===== config.mk =====
export PLATFORM = sky130hd
export DESIGN_NAME = mvt_out_stage
export DESIGN_NICKNAME = d
export VERILOG_FILES = /design/src/design/mvt_pkg.sv /design/src/design/mvt_out_stage.sv
export SDC_FILE = /design/constraint.sdc
export NUM_CORES = 1
export LEC_CHECK = 0
export BUFFER_PORTS_ARGS = -buffer_cell sky130_fd_sc_hd__buf_2
export CORE_AREA = 8 8 188 190
export DETAILED_ROUTE_END_ITERATION = 16
export DIE_AREA = 0 0 196 198
export PLACE_DENSITY_LB_ADDON = 0.08
export SYNTH_ARGS = -nofsm -noshare
export SYNTH_HDL_FRONTEND = slang
export SYNTH_SLANG_ARGS = --single-unit

===== constraint.sdc =====
create_clock -name i_clk -period 18.4 [get_ports i_clk]
set_input_delay 1.84 -clock i_clk [delete_from_list [all_inputs] [get_ports i_clk]]
set_output_delay 1.84 -clock i_clk [all_outputs]
set_load 0.1 [all_outputs]

===== src/design/mvt_pkg.sv =====
// Shared types and constants of the matrix-vector transform unit.
// Depends on nothing.
package mvt_pkg;

    localparam int FRAC_BITS_DEF = 16;
    localparam int N_DIM         = 4;
    localparam int WORD_W        = 32;
    localparam int IDX_W         = 4;
    localparam int ROW_W         = 2;

    typedef enum logic {
        ACT_LOAD  = 1'b0,
        ACT_XFORM = 1'b1
    } t_action;

    // One input beat
    typedef struct packed {
        t_action                   action;
        logic [IDX_W-1:0]          element_index;
        logic signed [WORD_W-1:0]  element_value;
        logic signed [WORD_W-1:0]  vec_x;
        logic signed [WORD_W-1:0]  vec_y;
        logic signed [WORD_W-1:0]  vec_z;
        logic signed [WORD_W-1:0]  vec_w;
    } t_vtx_beat;

    // One result beat
    typedef struct packed {
        logic signed [WORD_W-1:0]  out_x;
        logic signed [WORD_W-1:0]  out_y;
        logic signed [WORD_W-1:0]  out_z;
        logic signed [WORD_W-1:0]  out_w;
        logic                      saturated;
    } t_res_beat;

    // Item traveling down the cell chain
    typedef struct packed {
        logic                           valid;
        t_action                        action;
        logic [IDX_W-1:0]               index;
        logic [WORD_W-1:0]              value;
        logic [N_DIM-1:0][WORD_W-1:0]   vec;
    } t_token;

endpackage


===== src/design/mvt_out_stage.sv =====
// Saturation, output register and skid register of the transform unit.
// Depends on mvt_pkg.
module mvt_out_stage #(
    parameter int FRAC_BITS = mvt_pkg::FRAC_BITS_DEF
) (
    input  logic                i_clk,
    input  logic                i_rst_n,
    input  mvt_pkg::t_token     i_tok,
    input  logic signed [mvt_pkg::N_DIM-1:0][2*mvt_pkg::WORD_W-FRAC_BITS+1:0] i_sum,
    output logic                o_en,
    output logic                o_valid,
    input  logic                i_ready,
    output mvt_pkg::t_res_beat  o_beat
);
    import mvt_pkg::*;

    localparam int SUM_W = 2 * WORD_W - FRAC_BITS + 2;
    localparam int HI_W  = SUM_W - WORD_W + 1;
    localparam logic [WORD_W-1:0] S_MAX = {1'b0, {(WORD_W-1){1'b1}}};
    localparam logic [WORD_W-1:0] S_MIN = {1'b1, {(WORD_W-1){1'b0}}};

    logic [N_DIM-1:0][WORD_W-1:0] w_val;
    logic [N_DIM-1:0]             w_clip;
    logic [HI_W-1:0]              w_hi [N_DIM];
    t_res_beat                    w_beat;
    logic                         w_res_valid;
    logic                         r_out_valid;
    t_res_beat                    r_out;
    logic                         r_skid_valid;
    t_res_beat                    r_skid;

    // Clip each row sum to the signed word range
    always_comb begin
        for (int r = 0; r < N_DIM; r++) begin
            w_hi[r] = i_sum[r][SUM_W-1:WORD_W-1];
            if ((w_hi[r] == '0) || (w_hi[r] == '1)) begin
                w_val[r]  = i_sum[r][WORD_W-1:0];
                w_clip[r] = 1'b0;
            end else begin
                w_val[r]  = i_sum[r][SUM_W-1] ? S_MIN : S_MAX;
                w_clip[r] = 1'b1;
            end
        end
    end

    assign w_beat.out_x     = $signed(w_val[0]);
    assign w_beat.out_y     = $signed(w_val[1]);
    assign w_beat.out_z     = $signed(w_val[2]);
    assign w_beat.out_w     = $signed(w_val[3]);
    assign w_beat.saturated = |w_clip;

    // Loads leave the chain here without a result
    assign w_res_valid = i_tok.valid && (i_tok.action == ACT_XFORM);

    // Chain advances while the skid register is empty
    assign o_en = !r_skid_valid;

    always_ff @(posedge i_clk) begin
        if (!i_rst_n) begin
            r_out_valid  <= 1'b0;
            r_skid_valid <= 1'b0;
        end else if (!r_skid_valid) begin
            if (w_res_valid) begin
                if (!r_out_valid || i_ready) begin
                    r_out_valid <= 1'b1;
                end else begin
                    r_skid_valid <= 1'b1;
                end
            end else if (i_ready) begin
                r_out_valid <= 1'b0;
            end
        end else if (i_ready) begin
            r_skid_valid <= 1'b0;
        end
    end

    always_ff @(posedge i_clk) begin
        if (!r_skid_valid) begin
            if (w_res_valid) begin
                if (!r_out_valid || i_ready) begin
                    r_out <= w_beat;
                end else begin
                    r_skid <= w_beat;
                end
            end
        end else if (i_ready) begin
            r_out <= r_skid;
        end
    end

    assign o_valid = r_out_valid;
    assign o_beat  = r_out;

endmodule


# Word-level counts from Yosys, hierarchy flattened
# Index checks and enable logic that the tools add are counted.
[totals]
register_bits = 260
inputBits = 369
output_inout_bits = 131
elab_cells = 62
[classes]
n_eq_ne = 6
mux = 23
bitwise_logic = 2
reduce_logical = 19
[ops]
columns = ["operator", "count"]
rows = [
  ["$mux W129", 4],
  ["$mux W32", 8],
  ["$eq A19 B19 Y1 const B", 4],
  ["$logic_not A19 Y1", 4],
  ["$mux W1", 11],
  ["$reduce_and A3 Y1", 3],
  ["$reduce_bool A2 Y1", 3],
  ["$logic_or A1 B1 Y1", 5],
  ["$reduce_or A4 Y1", 1],
  ["$logic_not A1 Y1", 2],
  ["$ne A2 B1 Y1 const B", 1],
  ["$ne A2 B2 Y1 const B", 1],
  ["$not A1 Y1", 2],
  ["$logic_and A1 B1 Y1", 1],
]

# Logic depth before layout (Yosys ltp)
# Gate-level depths: netlist of the first run.
[logic_depth]
ltp_word = 7
depth_mapped = 7
depth_no_buf = 5

# Worst setup path before layout of the first run
# OpenSTA, ideal clock, no wires.
[synth_path]
path_kind = "in2reg"
start = "input i_tok[165] (netlist bit)"
end = "register r_skid_valid"
setup_ns = 0.101
arrival_ns = 12.042
required_ns = 18.299
path_slack_ns = 6.257
cell_stages = 3
path_buffers = 0
path_cell_list = "nand3_1 nor3b_1 o21a_1"
[synth_via]
elab_chain_len = 3
[synth_rtl]
columns = ["item", "line_no", "rtl"]
rows = [
  ["start, declared", "mvt_out_stage.sv:8", "input mvt_pkg::t_token i_tok,"],
  ["$logic_and A1 B1 Y1", "mvt_out_stage.sv:53", "assign w_res_valid = i_tok.valid && (i_tok.action == ACT_XFORM);"],
  ["$mux W1", "mvt_out_stage.sv:63", "if (w_res_valid) begin"],
  ["$mux W1", "mvt_out_stage.sv:62", "end else if (!r_skid_valid) begin"],
  ["end signal, assigned", "mvt_out_stage.sv:61", "r_skid_valid <= 1'b0;"],
  ["end signal, assigned", "mvt_out_stage.sv:67", "r_skid_valid <= 1'b1;"],
  ["end signal, assigned", "mvt_out_stage.sv:73", "r_skid_valid <= 1'b0;"],
  ["end, declared", "mvt_out_stage.sv:29", "logic r_skid_valid;"],
]
# No other way between the ends.
# A chain may end at the register's enable or synchronous reset.

# Final worst setup path of the first run
[layout_path]
start = "register r_skid_valid"
end = "output o_en"
[layout_via]
elab_chain_len = 1
[layout_rtl]
columns = ["item", "line_no", "rtl"]
rows = [
  ["$logic_not A1 Y1", "n/a", ""],
  ["end, declared", "mvt_out_stage.sv:10", "output logic o_en,"],
]
# No other way between the ends.

==> flow_metrics.tcl, run 1 <==
set metrics [dict create \
    outcome "finished clean" \
    portBuffers 335 \
    start_util 0.345 \
    rows 66 \
    path_clk_slew_ns 0.06 \
    antenna_cells 0 \
    cts_inserted_buffers 30 \
    dr_total_vias 8306 \
    muxShareOfSynthArea 0.00406 \
    avgSynthCellArea_um2 12.2 \
    setup-violations-final 0 \
    fin_worst_skew_ns 0.00831 \
    p_leak_nw 5.27 \
    ys_warn_count 0 \
    synth_edf_count 258 \
    grt_start_max_net_pins 168 \
    yosys.area_share.adder 0 \
    path_class "register to output pin" \
    vdd_ir_drop_max_mv 0.0643 \
    synth_xor_area_frac 0 \
    cp-end-kind "output pin" \
    finalCritPeriodShare 0.232 \
    grt_pass1_wl_um 49100 \
    ys_async_sr_fraction 0 \
    met1_length_um 14500 \
    wl_met2_um 14200 \
    synth.largest_area_cell "edfxtp_1" \
    synthFlopType "edfxtp_1" \
    pre_cts_ws_ns 13.70 \
    die_y_um 198 \
    netlist.area_leader.share 0.698 \
    slowest_delay_ns 0.74 \
    hp-start "o_valid$_SDFFE_PN0P_" \
    ys_seq_area_frac 0.701 \
    min_to "o_valid$_SDFFE_PN0P_" \
    synthTopCellsByArea "edfxtp_1, a31oi_1, o21ai_0" \
    clock-sinks 260 \
    dr.pass1.iters 5 \
    grt_pass1_vias 8321 \
    worstPathRequired_ns 16.56 \
    finalWorstSetupSlack_ns 14.14 \
    fin_nets 1578 \
    ctsResizeCount 0 \
    io_pins 500 \
    cts_tree "built" \
    top_layer_used "met5" \
    grt.overflow.total 0 \
    route.detailed.drc 0 \
    core-area_um2 32200 \
    hpwl_um 20500 \
    area_growth_syn_to_layout_pct 24.7 \
    synth_seq_cells 260 \
    root_buffer "clkbuf_16" \
    drive_above_1_share 0.325 \
    rr_startpoint "r_skid_valid$_SDFF_PN0_" \
    fin_crit_ns 4.26 \
    synth_cells 914 \
    fp.dieArea_um2 38800 \
    cts_buffer_depth 3 \
    clk_latency_ns 0.54 \
    htree_levels 1 \
    startpoint_type "register" \
    cp_top_family "buffers and inverters" \
    synth-simple-area-share 0.124 \
    path_cells "inv_8 > buf_2" \
    yosys.cell_types.count 30 \
    path_max_fanout 167 \
    wl_um 32600 \
    r2r_slack_ns 14.43 \
    ant_nets 0 \
    grt.total_usage 0.160 \
    postCtsSetupRepairBufs 0 \
    arrival_ns 2.42 \
    synth_compound_area_frac 0.130 \
    r2r_end "r_skid[32]$_DFFE_PP_" \
    hold_viol 0 \
    die_x_um 196 \
    synth_top_family_by_area "compound AO/OA/AOI/OAI gates" \
    hold_class "register to register" \
    netlist_area_um2 11100 \
    drv_cap 0 \
    whs_path_depth 2 \
    worst_slew_pin_slew_ns 1.14 \
    ctsHoldBuffers 0 \
    dr_wl_met3_um 3480 \
    critPathBufInv 2 \
    via_per_inst 5.07 \
    fmax_mhz 235 \
    drt-initial-drc-count 460 \
    antenna_found_initial 5 \
    r2r_cells 5 \
    rsz0062_at_grt "false" \
    final_cells 1637 \
    wl_per_cell_um 19.9 \
    max-slew-margin-rel 0.239 \
    syn-num-nets 1283 \
    cp_slowest_cell "inv_8" \
    p_per_area_nw_per_um2 102 \
    globalplace.congestion 0.740 \
    fin_tns_setup_ns 0 \
    place_inst 1585 \
    final_max_slew_viol_count 0 \
]
==> state kept, by name, indices dropped and copies added, names as in the netlist <==
| signal | cells |
|---|---|
| r_skid | 129 |
| r_skid_valid | 1 |
| o_valid | 1 |
| o_beat | 129 |
==> report_power, final <==
part	switching (mW)	total, mW	internal (mW)	leakage, nW
combinational	0.145	0.180	0.0358	2.46
sequential	0.00456	0.678	0.673	2.39
clock	0.231	0.552	0.321	0.428
total	0.381	1.41	1.03	5.27
==> final cells by class <==
cell class | instances | area [um^2]
multi-input combinational | 568 | 2880
clock inverter | 8 | 62.6
timing repair buffer | 347 | 1770
tap | 408 | 510
fill | 3220 | 18400
inverter | 2 | 15.0
clock buffer | 44 | 825
sequential | 260 | 7790
==> Yosys cell counts, types with 2 or more instances <==
library cell / n
mux2_2: 4
nand3_1: 2
buf_6: 6
buf_2: 10
nor4_4: 4
nand4_1: 20
or3_1: 3
clkbuf_1: 40
and4_1: 3
a31oi_1: 124
nor4_1: 20
nand2_1: 124
edfxtp_1: 258
clkbuf_2: 12
buf_4: 15
nor2_1: 129
o21ai_1: 6
or2_2: 3
dfxtp_1: 2
o21ai_0: 119
==> cell usage in the layout (no fill, tap or decap), drive strengths merged <==
master,n
dfxtp,2
nand4,20
bufinv,1
nand3,2
nor4,24
buf,347
a41oi,1
nand2,124
clkbuf,44
nor3b,1
or2,3
inv,3
and4,4
o21a,1
edfxtp,258
o22a,1
clkinv,6
or3,3
mux2,4
a21oi,1
a21boi,1
o21ai,125
a31oi,124
nor2,129
==> worst max-delay path by stage <==
stage,cells after the start,endpoint,slack [ns],from
global route,2,o_en,13.99,r_skid_valid$_SDFF_PN0_
CTS,2,o_en,14.08,r_skid_valid$_SDFF_PN0_
floorplan,3,r_skid_valid$_SDFF_PN0_,6.26,i_tok[165]
finish,2,o_en,14.14,r_skid_valid$_SDFF_PN0_
global placement,6,o_beat[126]$_DFFE_PP_,13.64,i_sum[49]
detailed placement,6,o_beat[126]$_DFFE_PP_,13.70,i_sum[49]
==> layer usage <==
metal,GRT usage,vias to the layer above
met5,0,-
met4,0.0331,10
met3,0.0750,44
met2,0.240,280
met1,0.209,3939
li1,-,4033
==> kinds of logic (layout without fill, tap and decap cells) <==
logic type             count (synthesis)  after routing
multiplexers                           4              4
flip-flops                           260            260
buffers and inverters                 86            401
AO/OA/AOI/OAI                        254            254
AND/OR/NAND/NOR                      310            310
==> metrics by stage <==
stage	cell area, um^2	hold slack [ns]	total power, mW	util
after floorplan	11100	0.523	0.827	-
after global placement	13000	0.491	0.871	0.402
after detailed placement	13000	0.511	0.872	0.402
after CTS	13800	0.520	1.43	0.430
after global routing	13800	0.567	1.46	0.430
final	13800	0.521	1.41	0.430
==> worst min-delay path: stages, from the launching register on <==
cell,delay (ns)
dfxtp_1,0.32
o21ai_0,0.07
a21boi_0,0.08
Note: power is estimated with default switching activity, not from simulation.
==> run 2: changes to the inputs <==
- ABC_AREA: default -> 1
- CORE_AREA: 8 8 188 190 -> 8 8 189 191
- DIE_AREA: 0 0 196 198 -> 0 0 197 199
- clock period: 18.4 -> 4.3 ns (I/O delays scaled with it)
==> flow_metrics.tcl, run 2 <==
set metrics [dict create \
    outcome "finished clean" \
    core-area_um2 32900 \
    whs_path_depth 1 \
    yosysMostFrequentCell "nand2_1" \
    fp.dieArea_um2 39200 \
    yosys.cell_types.count 20 \
    grt_pass1_wl_um 49300 \
    vdd_ir_drop_max_mv 0.296 \
    postCtsSetupRepairBufs 0 \
    netlist_area_um2 11200 \
    ys_seq_area_frac 0.697 \
    finalWorstSetupSlack_ns 1.43 \
    drv_cap 0 \
    start_util 0.340 \
    htree_levels 1 \
    hp-start "i_sum[49]" \
    clock-sinks 260 \
    worstPathRequired_ns 3.87 \
    root_buffer "clkbuf_16" \
    path_class "register to output pin" \
    worst_slew_pin_slew_ns 1.06 \
    path_cells "inv_4 > buf_4 > buf_2" \
    dr_total_vias 8414 \
    fmax_mhz 349 \
    globalplace.congestion 0.799 \
    final_max_slew_viol_count 0 \
    fin_nets 1785 \
    grt.overflow.total 0 \
    slowest_delay_ns 0.53 \
    r2r_cells 4 \
    hpwl_um 21800 \
    clk_latency_ns 0.54 \
    ctsResizeCount 0 \
    r2r_end "o_beat[111]$_DFFE_PP_" \
    top_layer_used "met5" \
    cts_tree "built" \
    cts_inserted_buffers 29 \
    p_leak_nw 6.07 \
    io_pins 500 \
    via_per_inst 4.46 \
    pre_cts_ws_ns 1.77 \
    synthFlopType "edfxtp_1" \
    syn-num-nets 1464 \
    cts_buffer_depth 3 \
    power_mw 6.18 \
    ys_async_sr_fraction 0 \
    synth_seq_cells 260 \
    grt_pass1_vias 8629 \
    hold_class "input port to register" \
    wl_um 32500 \
    rr_startpoint "r_skid_valid$_SDFF_PN0_" \
    hold_viol 0 \
    antenna_found_initial 3 \
    final_common_cell "nand2_1" \
    arrival_ns 2.44 \
    fin_tns_setup_ns 0 \
    dr_wl_met3_um 3150 \
    route.detailed.drc 0 \
    grt.total_usage 0.160 \
    ys_warn_count 0 \
    dr.pass1.iters 5 \
    synth_common_cells "nand2_1, edfxtp_1, nor2_1, nand2_2, clkbuf_1" \
    place_area_um2 13300 \
    startpoint_type "register" \
    met1_length_um 14400 \
    rows 67 \
    p_per_area_nw_per_um2 435 \
    die_x_um 197 \
    netlist.area_leader.share 0.693 \
    ctsHoldBuffers 0 \
    die_y_um 199 \
    whs_ns 0.111 \
    design_area_um2 14200 \
    drt-initial-drc-count 528 \
    ant_nets 0 \
    cp-end-kind "output pin" \
    synthTopCellsByArea "edfxtp_1, nand2_1, nor2_1" \
    path_clk_slew_ns 0.06 \
    setup-violations-final 0 \
    rsz0062_at_grt "false" \
    max-slew-margin-rel 0.293 \
    fin_worst_skew_ns 0.00894 \
    most-common-layout-cells "nand2_1, buf_2, edfxtp_1" \
    r2r_slack_ns 1.84 \
    synth_cells 1095 \
    portBuffers 335 \
    path_max_fanout 38 \
    wl_met2_um 14400 \
    grt_start_max_net_pins 84 \
    avgSynthCellArea_um2 10.2 \
    drive_above_1_share 0.299 \
    finalCritPeriodShare 0.667 \
    min_to "r_skid[128]$_DFFE_PP_" \
    cp_slowest_cell "buf_2" \
    synth.largest_area_cell "edfxtp_1" \
    fin_crit_ns 2.87 \
    area_growth_syn_to_layout_pct 27.0 \
    synth_edf_count 258 \
    wl_per_cell_um 17.2 \
]
[run 2: worst max-delay path by stage]
stage | cells after the start | slack (ns) | from | end
global route | 3 | 1.28 | r_skid_valid$_SDFF_PN0_ | o_en
global placement | 4 | 1.78 | r_skid_valid$_SDFF_PN0_ | o_beat[110]$_DFFE_PP_
finish | 3 | 1.43 | r_skid_valid$_SDFF_PN0_ | o_en
detailed placement | 4 | 1.77 | r_skid_valid$_SDFF_PN0_ | o_beat[100]$_DFFE_PP_
floorplan | 4 | 0.29 | r_skid_valid$_SDFF_PN0_ | o_beat[0]$_DFFE_PP_
CTS | 3 | 1.35 | r_skid_valid$_SDFF_PN0_ | o_en
[run 2: critical path: cells and delay by family, from the launching register on]
kind	cells	cell delay [ns]
buffers and inverters	3	1.43
DFF	1	0.45
[run 2: kinds of logic (layout without fill, tap and decap cells)]
family | after synthesis | count (layout) | share of synthesized area
other | 0 | 2 | 0
and+or+nand+nor | 759 | 759 | 0.268
DFF | 260 | 260 | 0.697
buffers and inverters | 66 | 409 | 0.0308
AOI/OAI and AO/OA | 10 | 10 | 0.00448
[run 2: stage by stage]
| step | cells | utilization |
|---|---|---|
| CTS | 1886 | 0.432 |
| floorplan | 1095 | - |
| finish | 1888 | 0.432 |
| detailed placement | 1833 | 0.403 |
| global route | 1887 | 0.432 |
| global placement | 1833 | 0.403 |
[run 2: area by class of cell]
type	instances	area, um^2
inverter	9	36.3
clock inverter	18	189
tap	448	561
fill	3304	18700
sequential	260	7790
clock buffer	35	748
timing repair buffer	347	1800
antenna	2	5.00
multi-input combinational	769	3060
[run 2: power by group]
| part | internal [mW] | leakage (nW) | switching, mW |
|---|---|---|---|
| logic | 0.159 | 3.21 | 0.640 |
| registers | 2.88 | 2.39 | 0.0210 |
| clock network | 1.47 | 0.467 | 1.01 |
[run 2: metal layers]
layer / vias up / GRT usage
met1: 3846 / 0.211
met4: 4 / 0.0373
met2: 302 / 0.250
li1: 4219 / -
met5: - / 0
met3: 43 / 0.0557
